### src/rtl/etf_pkg.sv
// ----------------------------------------------------------------------------
// etf_pkg
// Shared constants and types of the escape-time iterator.
// ----------------------------------------------------------------------------
package etf_pkg;

    // max_iterations register width
    localparam int MAXIT_W = 16;

    // configuration register indexes
    localparam int          CFG_IDX_W    = 2;
    localparam logic [1:0]  CFG_MAX_ITER = 2'd0;
    localparam logic [1:0]  CFG_C_REAL   = 2'd1;
    localparam logic [1:0]  CFG_C_IMAG   = 2'd2;

    // job queue between front and back
    localparam int QUEUE_DEPTH = 2;

    typedef struct packed {
        logic full;
        logic empty;
    } t_qstat;

endpackage

### src/rtl/etf_in_if.sv
// ----------------------------------------------------------------------------
// etf_in_if
// Starting point channel: valid/ready plus the two coordinates.
// ----------------------------------------------------------------------------
interface etf_in_if #(
    parameter int COORD_WIDTH = 32
);
    logic                          valid;
    logic                          ready;
    logic signed [COORD_WIDTH-1:0] start_real;
    logic signed [COORD_WIDTH-1:0] start_imag;

    modport source (output valid, output start_real, output start_imag, input ready);
    modport sink   (input valid, input start_real, input start_imag, output ready);
endinterface

### src/rtl/etf_out_if.sv
// ----------------------------------------------------------------------------
// etf_out_if
// Result channel: valid/ready plus the iteration count.
// ----------------------------------------------------------------------------
interface etf_out_if #(
    parameter int COUNT_WIDTH = 16
);
    logic                   valid;
    logic                   ready;
    logic [COUNT_WIDTH-1:0] iteration_count;

    modport source (output valid, output iteration_count, input ready);
    modport sink   (input valid, input iteration_count, output ready);
endinterface

### src/rtl/etf_mul.sv
// ----------------------------------------------------------------------------
// etf_mul
// Three-stage fixed-point multiplier: magnitudes, two half-width partial
// products, then sum, shift by FRAC_BITS (toward zero) and saturate.
// ----------------------------------------------------------------------------
module etf_mul #(
    parameter int CW        = 32,
    parameter int FRAC_BITS = 28
) (
    input  logic                 i_clk,
    input  logic signed [CW-1:0] i_a,
    input  logic signed [CW-1:0] i_b,
    output logic signed [CW-1:0] o_p
);
    localparam int LO = CW / 2;
    localparam int HI = CW - LO;
    localparam int PW = 2 * CW;
    localparam int MW = 2 * CW + 1;
    localparam int EW = MW + FRAC_BITS;
    localparam logic signed [CW-1:0] CMAX = {1'b0, {(CW-1){1'b1}}};
    localparam logic signed [CW-1:0] CMIN = {1'b1, {(CW-1){1'b0}}};

    logic [CW-1:0]    abs_a;
    logic [CW-1:0]    abs_b;
    logic [CW-1:0]    r_ma;
    logic [CW-1:0]    r_mb;
    logic             r_neg1;
    logic [CW+LO-1:0] r_pl;
    logic [CW+HI-1:0] r_ph;
    logic             r_neg2;
    logic [PW-1:0]    prod;
    logic [EW-1:0]    prod_ext;
    logic [MW-1:0]    mag;
    logic             pos_ovf;
    logic             neg_ovf;
    logic signed [CW-1:0] n_p;
    logic signed [CW-1:0] r_p;

    assign abs_a = i_a[CW-1] ? ((~i_a) + CW'(1)) : i_a;
    assign abs_b = i_b[CW-1] ? ((~i_b) + CW'(1)) : i_b;

    always_ff @(posedge i_clk) begin
        r_ma   <= abs_a;
        r_mb   <= abs_b;
        r_neg1 <= i_a[CW-1] ^ i_b[CW-1];
        r_pl   <= r_ma * r_mb[LO-1:0];
        r_ph   <= r_ma * r_mb[CW-1:LO];
        r_neg2 <= r_neg1;
        r_p    <= n_p;
    end

    assign prod     = PW'(r_pl) + (PW'(r_ph) << LO);
    assign prod_ext = EW'(prod);
    assign mag      = prod_ext[EW-1:FRAC_BITS];
    assign pos_ovf  = |mag[MW-1:CW-1];
    // magnitude 2^(CW-1) still fits on the negative side
    assign neg_ovf  = (|mag[MW-1:CW]) || (mag[CW-1] && (|mag[CW-2:0]));

    always_comb begin
        if (!r_neg2) begin
            n_p = pos_ovf ? CMAX : mag[CW-1:0];
        end else begin
            n_p = neg_ovf ? CMIN : ((~mag[CW-1:0]) + CW'(1));
        end
    end

    assign o_p = r_p;
endmodule

### src/rtl/etf_queue.sv
// ----------------------------------------------------------------------------
// etf_queue
// Small job FIFO between the front and the back.
// ----------------------------------------------------------------------------
module etf_queue #(
    parameter int W = 80
) (
    input  logic                 i_clk,
    input  logic                 i_rst_n,
    input  logic                 i_push,
    input  logic [W-1:0]         i_data,
    input  logic                 i_pop,
    output logic [W-1:0]         o_data,
    output etf_pkg::t_qstat      o_stat
);
    localparam int QW = (etf_pkg::QUEUE_DEPTH > 1) ? $clog2(etf_pkg::QUEUE_DEPTH) : 1;
    localparam int CW = $clog2(etf_pkg::QUEUE_DEPTH + 1);
    localparam logic [QW-1:0] LAST = QW'(etf_pkg::QUEUE_DEPTH - 1);
    localparam logic [CW-1:0] FULLCNT = CW'(etf_pkg::QUEUE_DEPTH);

    logic [W-1:0]  r_mem [etf_pkg::QUEUE_DEPTH];
    logic [QW-1:0] r_wr;
    logic [QW-1:0] r_rd;
    logic [CW-1:0] r_cnt;
    logic          do_push;
    logic          do_pop;

    assign do_push = i_push && !o_stat.full;
    assign do_pop  = i_pop && !o_stat.empty;

    always_ff @(posedge i_clk) begin
        if (do_push) begin
            r_mem[r_wr] <= i_data;
        end
        if (!i_rst_n) begin
            r_wr  <= '0;
            r_rd  <= '0;
            r_cnt <= '0;
        end else begin
            if (do_push) begin
                r_wr <= (r_wr == LAST) ? '0 : r_wr + QW'(1);
            end
            if (do_pop) begin
                r_rd <= (r_rd == LAST) ? '0 : r_rd + QW'(1);
            end
            if (do_push && !do_pop) begin
                r_cnt <= r_cnt + CW'(1);
            end else if (do_pop && !do_push) begin
                r_cnt <= r_cnt - CW'(1);
            end
        end
    end

    assign o_data       = r_mem[r_rd];
    assign o_stat.full  = (r_cnt == FULLCNT);
    assign o_stat.empty = (r_cnt == '0);
endmodule

### src/rtl/etf_front.sv
// ----------------------------------------------------------------------------
// etf_front
// Accepts starting points, clamps the iteration bound, queues the job.
// ----------------------------------------------------------------------------
module etf_front #(
    parameter int CW   = 32,
    parameter int CNTW = 16
) (
    etf_in_if.sink                      i_pt,
    input  logic [etf_pkg::MAXIT_W-1:0] i_max_iter,
    input  etf_pkg::t_qstat             i_qstat,
    output logic                        o_push,
    output logic [CNTW+2*CW-1:0]        o_job
);
    localparam int LW = (CNTW > etf_pkg::MAXIT_W) ? CNTW : etf_pkg::MAXIT_W;
    localparam logic [LW-1:0] CNT_MAX = LW'({CNTW{1'b1}});

    logic [LW-1:0]   mi_ext;
    logic [CNTW-1:0] lim;

    assign mi_ext = LW'(i_max_iter);
    // bound above the count range saturates to all ones
    assign lim    = (mi_ext > CNT_MAX) ? {CNTW{1'b1}} : mi_ext[CNTW-1:0];

    assign i_pt.ready = !i_qstat.full;
    assign o_push     = i_pt.valid && !i_qstat.full;
    assign o_job      = {lim, i_pt.start_imag, i_pt.start_real};
endmodule

### src/rtl/etf_back.sv
// ----------------------------------------------------------------------------
// etf_back
// Iteration engine: a 13-step sequence per iteration on one shared
// pipelined multiplier, and the result output register.
// ----------------------------------------------------------------------------
module etf_back #(
    parameter int CW        = 32,
    parameter int FRAC_BITS = 28,
    parameter int CNTW      = 16
) (
    input  logic                   i_clk,
    input  logic                   i_rst_n,
    input  etf_pkg::t_qstat        i_qstat,
    input  logic [CNTW+2*CW-1:0]   i_job,
    output logic                   o_pop,
    input  logic signed [CW-1:0]   i_c_real,
    input  logic signed [CW-1:0]   i_c_imag,
    etf_out_if.source              o_res
);
    localparam int EW = CW + FRAC_BITS + 3;
    localparam logic [EW-1:0] FOUR = EW'(1) << (FRAC_BITS + 2);
    localparam logic signed [CW-1:0]   CMAX   = {1'b0, {(CW-1){1'b1}}};
    localparam logic signed [CW-1:0]   CMIN   = {1'b1, {(CW-1){1'b0}}};
    localparam logic signed [CW+1:0]   CMAX_X = {2'b00, CMAX};
    localparam logic signed [CW+1:0]   CMIN_X = {2'b11, CMIN};

    // step codes within one iteration
    localparam logic [3:0] ST_ISSUE_RR = 4'd0;
    localparam logic [3:0] ST_ISSUE_II = 4'd1;
    localparam logic [3:0] ST_ISSUE_IR = 4'd2;
    localparam logic [3:0] ST_TAKE_RR  = 4'd3;
    localparam logic [3:0] ST_TAKE_II  = 4'd4;
    localparam logic [3:0] ST_ESCAPE   = 4'd5;
    localparam logic [3:0] ST_TAKE_X   = 4'd8;
    localparam logic [3:0] ST_ISSUE_NI = 4'd9;
    localparam logic [3:0] ST_UPDATE   = 4'd12;

    typedef enum logic [1:0] {
        S_IDLE,
        S_RUN,
        S_DONE
    } t_state;

    t_state               r_state;
    logic [3:0]           r_step;
    logic [CNTW-1:0]      r_cnt;
    logic [CNTW-1:0]      r_lim;
    logic signed [CW-1:0] r_zr;
    logic signed [CW-1:0] r_zi;
    logic signed [CW-1:0] r_rr;
    logic signed [CW-1:0] r_ii;
    logic signed [CW-1:0] r_nr;
    logic                 r_out_valid;
    logic [CNTW-1:0]      r_out_cnt;

    logic signed [CW-1:0] mul_a;
    logic signed [CW-1:0] mul_b;
    logic signed [CW-1:0] mul_p;
    logic [CW:0]          esc_sum;
    logic                 escape;
    logic signed [CW+1:0] nr_sum;
    logic signed [CW+1:0] ni_sum;

    function automatic logic signed [CW-1:0] sat_w(input logic signed [CW+1:0] v);
        logic signed [CW-1:0] r;
        if (v > CMAX_X) begin
            r = CMAX;
        end else if (v < CMIN_X) begin
            r = CMIN;
        end else begin
            r = v[CW-1:0];
        end
        return r;
    endfunction

    etf_mul #(
        .CW        (CW),
        .FRAC_BITS (FRAC_BITS)
    ) u_mul (
        .i_clk (i_clk),
        .i_a   (mul_a),
        .i_b   (mul_b),
        .o_p   (mul_p)
    );

    always_comb begin
        case (r_step)
            ST_ISSUE_II: begin
                mul_a = r_zi;
                mul_b = r_zi;
            end
            ST_ISSUE_IR: begin
                mul_a = r_zi;
                mul_b = r_zr;
            end
            ST_ESCAPE: begin
                // (zi*zr) arrives now and goes straight back in with zi
                mul_a = mul_p;
                mul_b = r_zi;
            end
            ST_ISSUE_NI: begin
                mul_a = r_nr;
                mul_b = r_zr;
            end
            default: begin
                mul_a = r_zr;
                mul_b = r_zr;
            end
        endcase
    end

    // squares are never negative, so the sum is taken unsigned
    assign esc_sum = {1'b0, r_rr} + {1'b0, r_ii};
    assign escape  = {{(EW-CW-1){1'b0}}, esc_sum} >= FOUR;
    assign nr_sum  = {{2{r_rr[CW-1]}}, r_rr} - {{2{mul_p[CW-1]}}, mul_p}
                   + {{2{i_c_real[CW-1]}}, i_c_real};
    assign ni_sum  = {{2{mul_p[CW-1]}}, mul_p} + {{2{i_c_imag[CW-1]}}, i_c_imag};

    assign o_pop = (r_state == S_IDLE) && !i_qstat.empty;

    always_ff @(posedge i_clk) begin
        if (!i_rst_n) begin
            r_state     <= S_IDLE;
            r_step      <= ST_ISSUE_RR;
            r_out_valid <= 1'b0;
        end else begin
            // S_DONE reloads the output register on its own
            if (r_out_valid && o_res.ready && (r_state != S_DONE)) begin
                r_out_valid <= 1'b0;
            end
            unique case (r_state)
                S_IDLE: begin
                    if (!i_qstat.empty) begin
                        r_zr    <= i_job[CW-1:0];
                        r_zi    <= i_job[2*CW-1:CW];
                        r_lim   <= i_job[CNTW+2*CW-1:2*CW];
                        r_cnt   <= '0;
                        r_step  <= ST_ISSUE_RR;
                        r_state <= S_RUN;
                    end
                end
                S_RUN: begin
                    case (r_step)
                        ST_ISSUE_RR: begin
                            if (r_cnt == r_lim) begin
                                r_state <= S_DONE;
                            end else begin
                                r_step <= r_step + 4'd1;
                            end
                        end
                        ST_TAKE_RR: begin
                            r_rr   <= mul_p;
                            r_step <= r_step + 4'd1;
                        end
                        ST_TAKE_II: begin
                            r_ii   <= mul_p;
                            r_step <= r_step + 4'd1;
                        end
                        ST_ESCAPE: begin
                            if (escape) begin
                                r_state <= S_DONE;
                            end else begin
                                r_step <= r_step + 4'd1;
                            end
                        end
                        ST_TAKE_X: begin
                            r_nr   <= sat_w(nr_sum);
                            r_step <= r_step + 4'd1;
                        end
                        ST_UPDATE: begin
                            r_zr   <= r_nr;
                            r_zi   <= sat_w(ni_sum);
                            r_cnt  <= r_cnt + CNTW'(1);
                            r_step <= ST_ISSUE_RR;
                        end
                        default: begin
                            r_step <= r_step + 4'd1;
                        end
                    endcase
                end
                S_DONE: begin
                    if (!r_out_valid || o_res.ready) begin
                        r_out_valid <= 1'b1;
                        r_out_cnt   <= r_cnt;
                        r_state     <= S_IDLE;
                    end
                end
                default: begin
                    r_state <= S_IDLE;
                end
            endcase
        end
    end

    assign o_res.valid           = r_out_valid;
    assign o_res.iteration_count = r_out_cnt;
endmodule

### src/rtl/escape_time_fractal_iterator.sv
// Flow: an accepted point is queued and taken by the back end once it is
//   idle; the bound check or the escape test ends its run, and its count
//   is registered. The back end runs one item at a time, paced by the
//   13-step iteration sequence on the single three-stage multiplier.
// Reset: synchronous, clears queue, sequencer and output valid; configuration
//   returns to max_iterations = 64 and c = 0.84 + 0.31i. No clearing pass.
// ----------------------------------------------------------------------------
// escape_time_fractal_iterator
// Julia-style escape-time iteration count for one starting point per item.
// ----------------------------------------------------------------------------
//
// Structure
//   etf_front : takes the starting point, clamps the bound to the count range,
//               pushes a job into the queue.
//   etf_queue : two-entry job FIFO; the front keeps accepting while the back
//               is busy, until the queue is full.
//   etf_back  : runs the iteration on one shared multiplier and holds the
//               result in an output register, so the next job can start
//               while a finished count still waits for its transfer.
//
// Per iteration (steps 0..12):
//   0..2  issue zr*zr, zi*zi, zi*zr
//   0     bound check, 5 escape check (zr^2 + zi^2 >= 4)
//   5     issue (zi*zr)*zi, 8 form new real part (saturated)
//   9     issue new_r*zr, 12 form new imag part and advance
//
// Configuration writes are only expected while idle.
// ----------------------------------------------------------------------------
module escape_time_fractal_iterator #(
    parameter int COORD_WIDTH = 32,
    parameter int FRAC_BITS   = 28,
    parameter int COUNT_WIDTH = 16
) (
    input  logic                          i_clk,
    input  logic                          i_rst_n,
    etf_in_if.sink                        i_pt,
    etf_out_if.source                     o_res,
    input  logic                          i_cfg_we,
    input  logic [etf_pkg::CFG_IDX_W-1:0] i_cfg_idx,
    input  logic [COORD_WIDTH-1:0]        i_cfg_data
);
    localparam int JW = COUNT_WIDTH + 2 * COORD_WIDTH;

    // rounded Q-format values of 0.84 and 0.31
    localparam logic [63:0] C_REAL_RST64 = ((64'd84 << FRAC_BITS) + 64'd50) / 64'd100;
    localparam logic [63:0] C_IMAG_RST64 = ((64'd31 << FRAC_BITS) + 64'd50) / 64'd100;
    localparam logic [etf_pkg::MAXIT_W-1:0] MAXIT_RST = etf_pkg::MAXIT_W'(64);

    logic [etf_pkg::MAXIT_W-1:0]  r_max_iter;
    logic signed [COORD_WIDTH-1:0] r_c_real;
    logic signed [COORD_WIDTH-1:0] r_c_imag;

    logic                  q_push;
    logic [JW-1:0]         q_in;
    logic                  q_pop;
    logic [JW-1:0]         q_out;
    etf_pkg::t_qstat       q_stat;

    // register bank; indexes outside the list are dropped
    always_ff @(posedge i_clk) begin
        if (!i_rst_n) begin
            r_max_iter <= MAXIT_RST;
            r_c_real   <= C_REAL_RST64[COORD_WIDTH-1:0];
            r_c_imag   <= C_IMAG_RST64[COORD_WIDTH-1:0];
        end else if (i_cfg_we) begin
            unique case (i_cfg_idx)
                etf_pkg::CFG_MAX_ITER: r_max_iter <= i_cfg_data[etf_pkg::MAXIT_W-1:0];
                etf_pkg::CFG_C_REAL:   r_c_real   <= i_cfg_data;
                etf_pkg::CFG_C_IMAG:   r_c_imag   <= i_cfg_data;
                default: begin
                end
            endcase
        end
    end

    etf_front #(
        .CW   (COORD_WIDTH),
        .CNTW (COUNT_WIDTH)
    ) u_front (
        .i_pt       (i_pt),
        .i_max_iter (r_max_iter),
        .i_qstat    (q_stat),
        .o_push     (q_push),
        .o_job      (q_in)
    );

    etf_queue #(
        .W (JW)
    ) u_queue (
        .i_clk   (i_clk),
        .i_rst_n (i_rst_n),
        .i_push  (q_push),
        .i_data  (q_in),
        .i_pop   (q_pop),
        .o_data  (q_out),
        .o_stat  (q_stat)
    );

    etf_back #(
        .CW        (COORD_WIDTH),
        .FRAC_BITS (FRAC_BITS),
        .CNTW      (COUNT_WIDTH)
    ) u_back (
        .i_clk    (i_clk),
        .i_rst_n  (i_rst_n),
        .i_qstat  (q_stat),
        .i_job    (q_out),
        .o_pop    (q_pop),
        .i_c_real (r_c_real),
        .i_c_imag (r_c_imag),
        .o_res    (o_res)
    );
endmodule

### src/flat_wrapper.sv
// flat-port wrapper written by rule: the top's interface ports become plain ports
module escape_time_fractal_iterator_flat 
#(
    parameter int COORD_WIDTH = 32,
    parameter int FRAC_BITS   = 28,
    parameter int COUNT_WIDTH = 16
)
  (i_clk, i_rst_n, i_cfg_we, i_cfg_idx, i_cfg_data, i_pt_valid, i_pt_start_real, i_pt_start_imag, i_pt_ready, o_res_valid, o_res_iteration_count, o_res_ready);
  etf_in_if #(.COORD_WIDTH(COORD_WIDTH)) i_pt_i ();
  etf_out_if #(.COUNT_WIDTH(COUNT_WIDTH)) o_res_i ();
  input  logic i_clk;
  input  logic i_rst_n;
  input  logic i_cfg_we;
  input  logic [etf_pkg::CFG_IDX_W-1:0] i_cfg_idx;
  input  logic [COORD_WIDTH-1:0] i_cfg_data;
  input wire logic [$bits(i_pt_i.valid)-1:0] i_pt_valid;
  input wire logic [$bits(i_pt_i.start_real)-1:0] i_pt_start_real;
  input wire logic [$bits(i_pt_i.start_imag)-1:0] i_pt_start_imag;
  output wire logic [$bits(i_pt_i.ready)-1:0] i_pt_ready;
  output wire logic [$bits(o_res_i.valid)-1:0] o_res_valid;
  output wire logic [$bits(o_res_i.iteration_count)-1:0] o_res_iteration_count;
  input wire logic [$bits(o_res_i.ready)-1:0] o_res_ready;
  assign i_pt_i.valid = i_pt_valid;
  assign i_pt_i.start_real = i_pt_start_real;
  assign i_pt_i.start_imag = i_pt_start_imag;
  assign i_pt_ready = i_pt_i.ready;
  assign o_res_valid = o_res_i.valid;
  assign o_res_iteration_count = o_res_i.iteration_count;
  assign o_res_i.ready = o_res_ready;
  escape_time_fractal_iterator #(.COORD_WIDTH(COORD_WIDTH), .FRAC_BITS(FRAC_BITS), .COUNT_WIDTH(COUNT_WIDTH)) u_core (.i_clk(i_clk), .i_rst_n(i_rst_n), .i_pt(i_pt_i), .o_res(o_res_i), .i_cfg_we(i_cfg_we), .i_cfg_idx(i_cfg_idx), .i_cfg_data(i_cfg_data));
endmodule
### config.mk
export PLATFORM = sky130hd
export DESIGN_NAME = escape_time_fractal_iterator_flat
export DESIGN_NICKNAME = d
export VERILOG_FILES = /design/src/rtl/etf_pkg.sv /design/src/rtl/etf_in_if.sv /design/src/rtl/etf_out_if.sv /design/src/rtl/etf_mul.sv /design/src/rtl/etf_queue.sv /design/src/rtl/etf_front.sv /design/src/rtl/etf_back.sv /design/src/rtl/escape_time_fractal_iterator.sv /design/src/flat_wrapper.sv
export SDC_FILE = /design/constraint.sdc
export NUM_CORES = 2
export LEC_CHECK = 0
export BUFFER_PORTS_ARGS = -buffer_cell sky130_fd_sc_hd__buf_2
export CORE_ASPECT_RATIO = 1.4
export CORE_MARGIN = 2
export CORE_UTILIZATION = 55
export CTS_BUF_LIST = sky130_fd_sc_hd__clkbuf_4
export DETAILED_ROUTE_END_ITERATION = 16
export HOLD_SLACK_MARGIN = 0.08
export PLACE_DENSITY = 0.79
export RECOVER_POWER = 50
export SETUP_SLACK_MARGIN = 0.2
export SLEW_MARGIN = 0
export SYNTH_ARGS = -nofsm -noshare
export SYNTH_HDL_FRONTEND = slang
export SYNTH_SLANG_ARGS = --single-unit
### constraint.sdc
create_clock -name i_clk -period 46.2 [get_ports i_clk]
set_input_delay 11.55 -clock i_clk [delete_from_list [all_inputs] [get_ports i_clk]]
set_output_delay 11.55 -clock i_clk [all_outputs]
set_load 0.1 [all_outputs]
# Word level (Yosys, flattened, before mapping)
# Memories as Yosys holds them, arrays and structs flattened. A register that Yosys moved wholly into a read port is not among the register bits.
# Cells that the tools add are included.
# word_totals
ff_bits	493
ramBits	160
input_bits	103
output_inout_bits	18
word_cells	157
n_memories	1
# classes
n_addsub	14
mul	2
order_cmp	6
n_eq_ne	23
muxes	42
n_bitwise	5
n_reduce_logical	38
# mem_list
memory	words	word_bits	read_ports	rd_ports_with_merged_regs	write_ports	line_no	text
u_core.u_queue.r_mem	2	80	1	1	1	etf_queue.sv:21	logic [W-1:0] r_mem [etf_pkg::QUEUE_DEPTH];
# op_table
op	count
two-way mux 32 bit	11
case mux 32 bit (2 select lines)	2
multiplier 32 x 16 -> 48 bit	2
inverter 32 bit	3
case mux 32 bit (3 select lines)	1
adder 32 x 32 -> 33 bit	2
adder 32 x 2 -> 32 bit (second input constant)	2
adder 48 x 64 -> 64 bit	1
two-way mux 31 bit	2
two-way mux 16 bit	3
adder 33 x 32 -> 34 bit	1
> comparator 34 x 32 -> 1 bit (second input constant)	1
< comparator 34 x 32 -> 1 bit (second input constant)	1
greater-or-equal comparator 33 x 31 -> 1 bit (second input constant)	1
> comparator 33 x 32 -> 1 bit (second input constant)	1
< comparator 33 x 32 -> 1 bit (second input constant)	1
subtractor 32 x 32 -> 33 bit	1
adder 32 x 1 -> 32 bit (second input constant)	1
case mux 16 bit (2 select lines)	1
OR reduction 31 bit	1
adder 16 x 1 -> 16 bit (second input constant)	1
== test 16 bit	1
> comparator 16 bit (second input constant)	1
AND reduction 3 bit	5
other kinds (34)	83

# Depth between registers and ports, before layout
# logic_depth
depth_word	8
mapped_depth	26
mapped_depth_nobuf	25

# Modules after synthesis
# Synthesis repeated with hierarchy kept, for this count alone.
# hier_totals
cells_unflattened	6716
area_unflattened_um2	64546.9
# modules_own_cells
mod	instances	cells_each	area_per_inst_um2	seq_area_each_um2
etf_mul	1	4506	39575.5	3563.4
etf_back	1	1535	15189.6	6386.1
etf_queue	1	274	6004.5	4904.7
escape_time_fractal_iterator	1	319	3166.8	1601.5
etf_front	1	82	610.6	0.0

# Worst setup path before layout
# Ideal clock, no wire load.
# synth_path
path_type	input-to-reg
from	input i_rst_n
to	register u_core.u_back.r_cnt[0], enable pin
arrival_ns	24.480
setup_slack_ns	20.773
stages	4
path_buffers	2
cell_sequence	clkbuf_1 > inv_1 > clkbuf_1 > a2111oi_0
# synth_via
elab_chain_cells	1
# synth_rtl
item	line_no	text
from (decl)	flat_wrapper.sv:12	input logic i_rst_n;
AND reduction 4 bit (no line)	--	
to (signal assigned)	etf_back.sv:173	r_cnt <= r_cnt + CNTW'(1);
to (decl)	etf_back.sv:46	logic [CNTW-1:0] r_cnt;
# Every way passes these cells.
# A chain may end at the register's enable or synchronous reset.

# Worst setup path after layout
# layout_path
from	register u_core.u_queue.r_cnt[0]
to	output i_pt_ready
# layout_via
elab_chain_cells	2
# layout_rtl
item	line_no	text
from (decl)	etf_queue.sv:24	logic [CW-1:0] r_cnt;
from (signal assigned)	etf_queue.sv:47	r_cnt <= r_cnt + CW'(1);
from (signal assigned)	etf_queue.sv:49	r_cnt <= r_cnt - CW'(1);
== test 2 bit	etf_queue.sv:55	assign o_stat.full = (r_cnt == FULLCNT);
logical NOT 1 bit	etf_front.sv:25	assign i_pt.ready = !i_qstat.full;
to (decl)	flat_wrapper.sv:19	output wire logic [$bits(i_pt_i.ready)-1:0] i_pt_ready;
# Every way passes these cells.

==> results.tsv <==
metric	value	unit
syn nets	7937	
Tightest Pin Transition	4.101	ns
clk sink count	638	
initial drt markers	3534	
total track usage	0.3192	
root cell of the clock tree	clkbuf_4	
Post-synth EDFFs	368	
Worst-path clk slew	0.07	ns
max cap viols	7	
sequential share of the synthesized area	0.2609	
core area	0.1142	mm^2
htree depth	4	
clock skew	0.06337	ns
Synth Register Bits	638	
period utilization	0.2947	
data required time of the worst path	34.65	ns
gpl congestion	1.007	
CP Capture Type	primary output	
post-synth cell types	117	
Layout area overhead	5.910	%
Max Clk Rate	0.07344	GHz
CTS Buf Count	144	
Avg WL per Cell	22.24	um
Max-slew headroom	-1.734	
RSZ-0062 raised after global routing	no	
cells after synthesis	6590	
vias in the first global route	51030	
antenna violations before repair	9	
critical path fanouts, max	6	
kind of critical path	reg -> out	
fin nets	7953	
Hold-fix buffers, CTS	0	
placed wire-length estimate	137.1	mm
failing checks	max-capacitance violations, max-slew violations	
I/O Pins	121	
Final min period	13.62	ns
row cnt	147	
# resized after CTS	0	
Post-DRT Antenna Nets	0	
Yosys top cell area share	0.2759	
synth top area cells	fa_1, edfxtp_1, dfxtp_1, ha_1, inv_1	
CTS Buffer Depth	3	
DRC	0	
Post-synth top cells	inv_1, nand2_1, fa_1	
die height	404.7	um
Via Count	48090	
asr flop ratio synth	0	
number of setup buffers added after CTS	0	
Syn. warnings	0	
post-DR vias/cell	5.855	
arrival time at the worst endpoint	2.07	ns
Initial DRT Pass Iterations	6	
setup violators final	0	
share of layout cells above drive strength 1	0.07428	
Sum Neg Setup Slack	0	ns
first-pass GRT wire length	285.8	mm
largest net degree at the start of global routing	102	
Post-Syn Area	0.06307	mm^2
die area	0.1174	mm^2
CTS tree	built	
max-slew violations	284	
status	finished, violations left	
Starting Density	0.5521	
number of port buffers	120	
die width	290.2	um
Worst-Skew Late Latency	1.06	ns
Hold Path Class	reg -> reg	
overflow left after global routing	0	
largest area contributor in the netlist	fa_1	
Syn Area/Cell	9.570	um^2
final hold vios	0	
Fillers	9608	
Critical Path Start Type	flip-flop	
Synth Flop Type	edfxtp_1	
count leader, synth	inv_1	
drt total wl	182.6	mm
-- through the flow --
| step | utilization | cell area, um^2 | hold slack, ns | cells | setup WS (ns) |
|---|---|---|---|---|---|
| 3_3_place_gp | 0.5684 | 64920 | 0.3181 | 7950 | 32.27 |
| 5_1_grt | 0.5847 | 66790 | 0.3415 | 8211 | 32.44 |
| 3_5_place_dp | 0.5684 | 64920 | 0.3276 | 7950 | 32.19 |
| 2_1_floorplan | - | 63070 | 0.3096 | 6590 | 20.77 |
| 4_1_cts | 0.5859 | 66920 | 0.3628 | 8208 | 32.48 |
| 6_report | 0.5848 | 66790 | 0.3454 | 8214 | 32.58 |
-- worst paths after layout --
check | from | cells after the start | end | slack (ns)
worst max-delay path | u_core.u_queue.r_cnt[0] | 2 | i_pt_ready | 32.58
worst min-delay path | u_core.u_back.u_mul.r_neg1 | 0 | u_core.u_back.u_mul.r_neg2 | 0.35
worst max register to register | u_core.u_back.u_mul.r_ma[5] | 22 | u_core.u_back.u_mul.r_pl[45] | 36.72
worst min register to register | u_core.u_back.u_mul.r_neg1 | 0 | u_core.u_back.u_mul.r_neg2 | 0.35
-- area by class of cell --
cell class                 instances  area, um^2  area share
timing repair buffer             198        1117     0.01673
multi-input combinational       4546       41270      0.6179
sequential                       638       16480      0.2467
clock buffer                     201        1509     0.02259
clock inverter                    57       491.7    0.007362
inverter                        1078        4046     0.06058
tap                             1490        1864     0.02791
antenna                            6       15.01   0.0002248
-- cell usage in the layout (no fill, tap or decap), drive strengths merged, types with 19 or more instances in the layout --
cell type and count:
o31ai 19, o21ai 192, nor2 219, a21oi 283, xnor2 142, dfxtp 270, nand3b 22, or3 22
nand2 936, mux2 24, xor2 95, a31oi 40, o21bai 22, o21a 33, nand2b 29, a211oi 23
clkinv 38, o22ai 40, mux2i 111, nand4 39, a21o 87, fa 869, o211ai 33, ha 375
buf 161, nand3 98, inv 1084, and2 446, nor3 58, and3 48, clkbuf 238, nor2b 34
edfxtp 368
-- cells by family (layout without fill, tap and decap cells) --
logic type	count (synthesis)	count (layout)	share of synthesized area
adders and majority gates	1244	1244	0.3502
xor gates and xnor gates	237	237	0.03315
and+or+nand+nor	2024	2024	0.1556
muxes	135	135	0.02190
DFF	638	638	0.2609
AOI/OAI and AO/OA	906	906	0.09364
other	0	6	0
buffers and inverters	1406	1534	0.08448
-- critical path: stages, from the launching register on --
cell and delay, ns:
dfxtp_1 0.45, nand2b_1 0.18, buf_2 0.44
-- per-layer routing --
| metal | GRT usage | routed length [um] | share of wire |
|---|---|---|---|
| met2 | 0.5424 | 88280 | 0.48 |
| met4 | 0.2993 | 20860 | 0.11 |
| met1 | 0.3390 | 60580 | 0.33 |
| met5 | 0 | 50 | 0.00027 |
| met3 | 0.05277 | 12880 | 0.070 |
-- sequential cells by signal (all words and copies together), names as in the netlist, 32 cells and up, named ones only --
signal and count:
u_core.u_back.u_mul.o_p 32, u_core.r_c_real 32, u_core.u_back.u_mul.r_pl 32, u_core.u_back.r_nr 32
u_core.u_back.u_mul.r_ma 32, u_core.u_queue.r_mem 160, u_core.u_back.r_ii 32, u_core.u_back.u_mul.r_ph 48
u_core.u_back.r_rr 32, u_core.u_back.u_mul.r_mb 32, u_core.u_back.r_zr 32, u_core.r_c_imag 32
u_core.u_back.r_zi 32
Power is not shown: default switching activity piles up to over one toggle a cycle in this logic, so the estimate is an artifact.
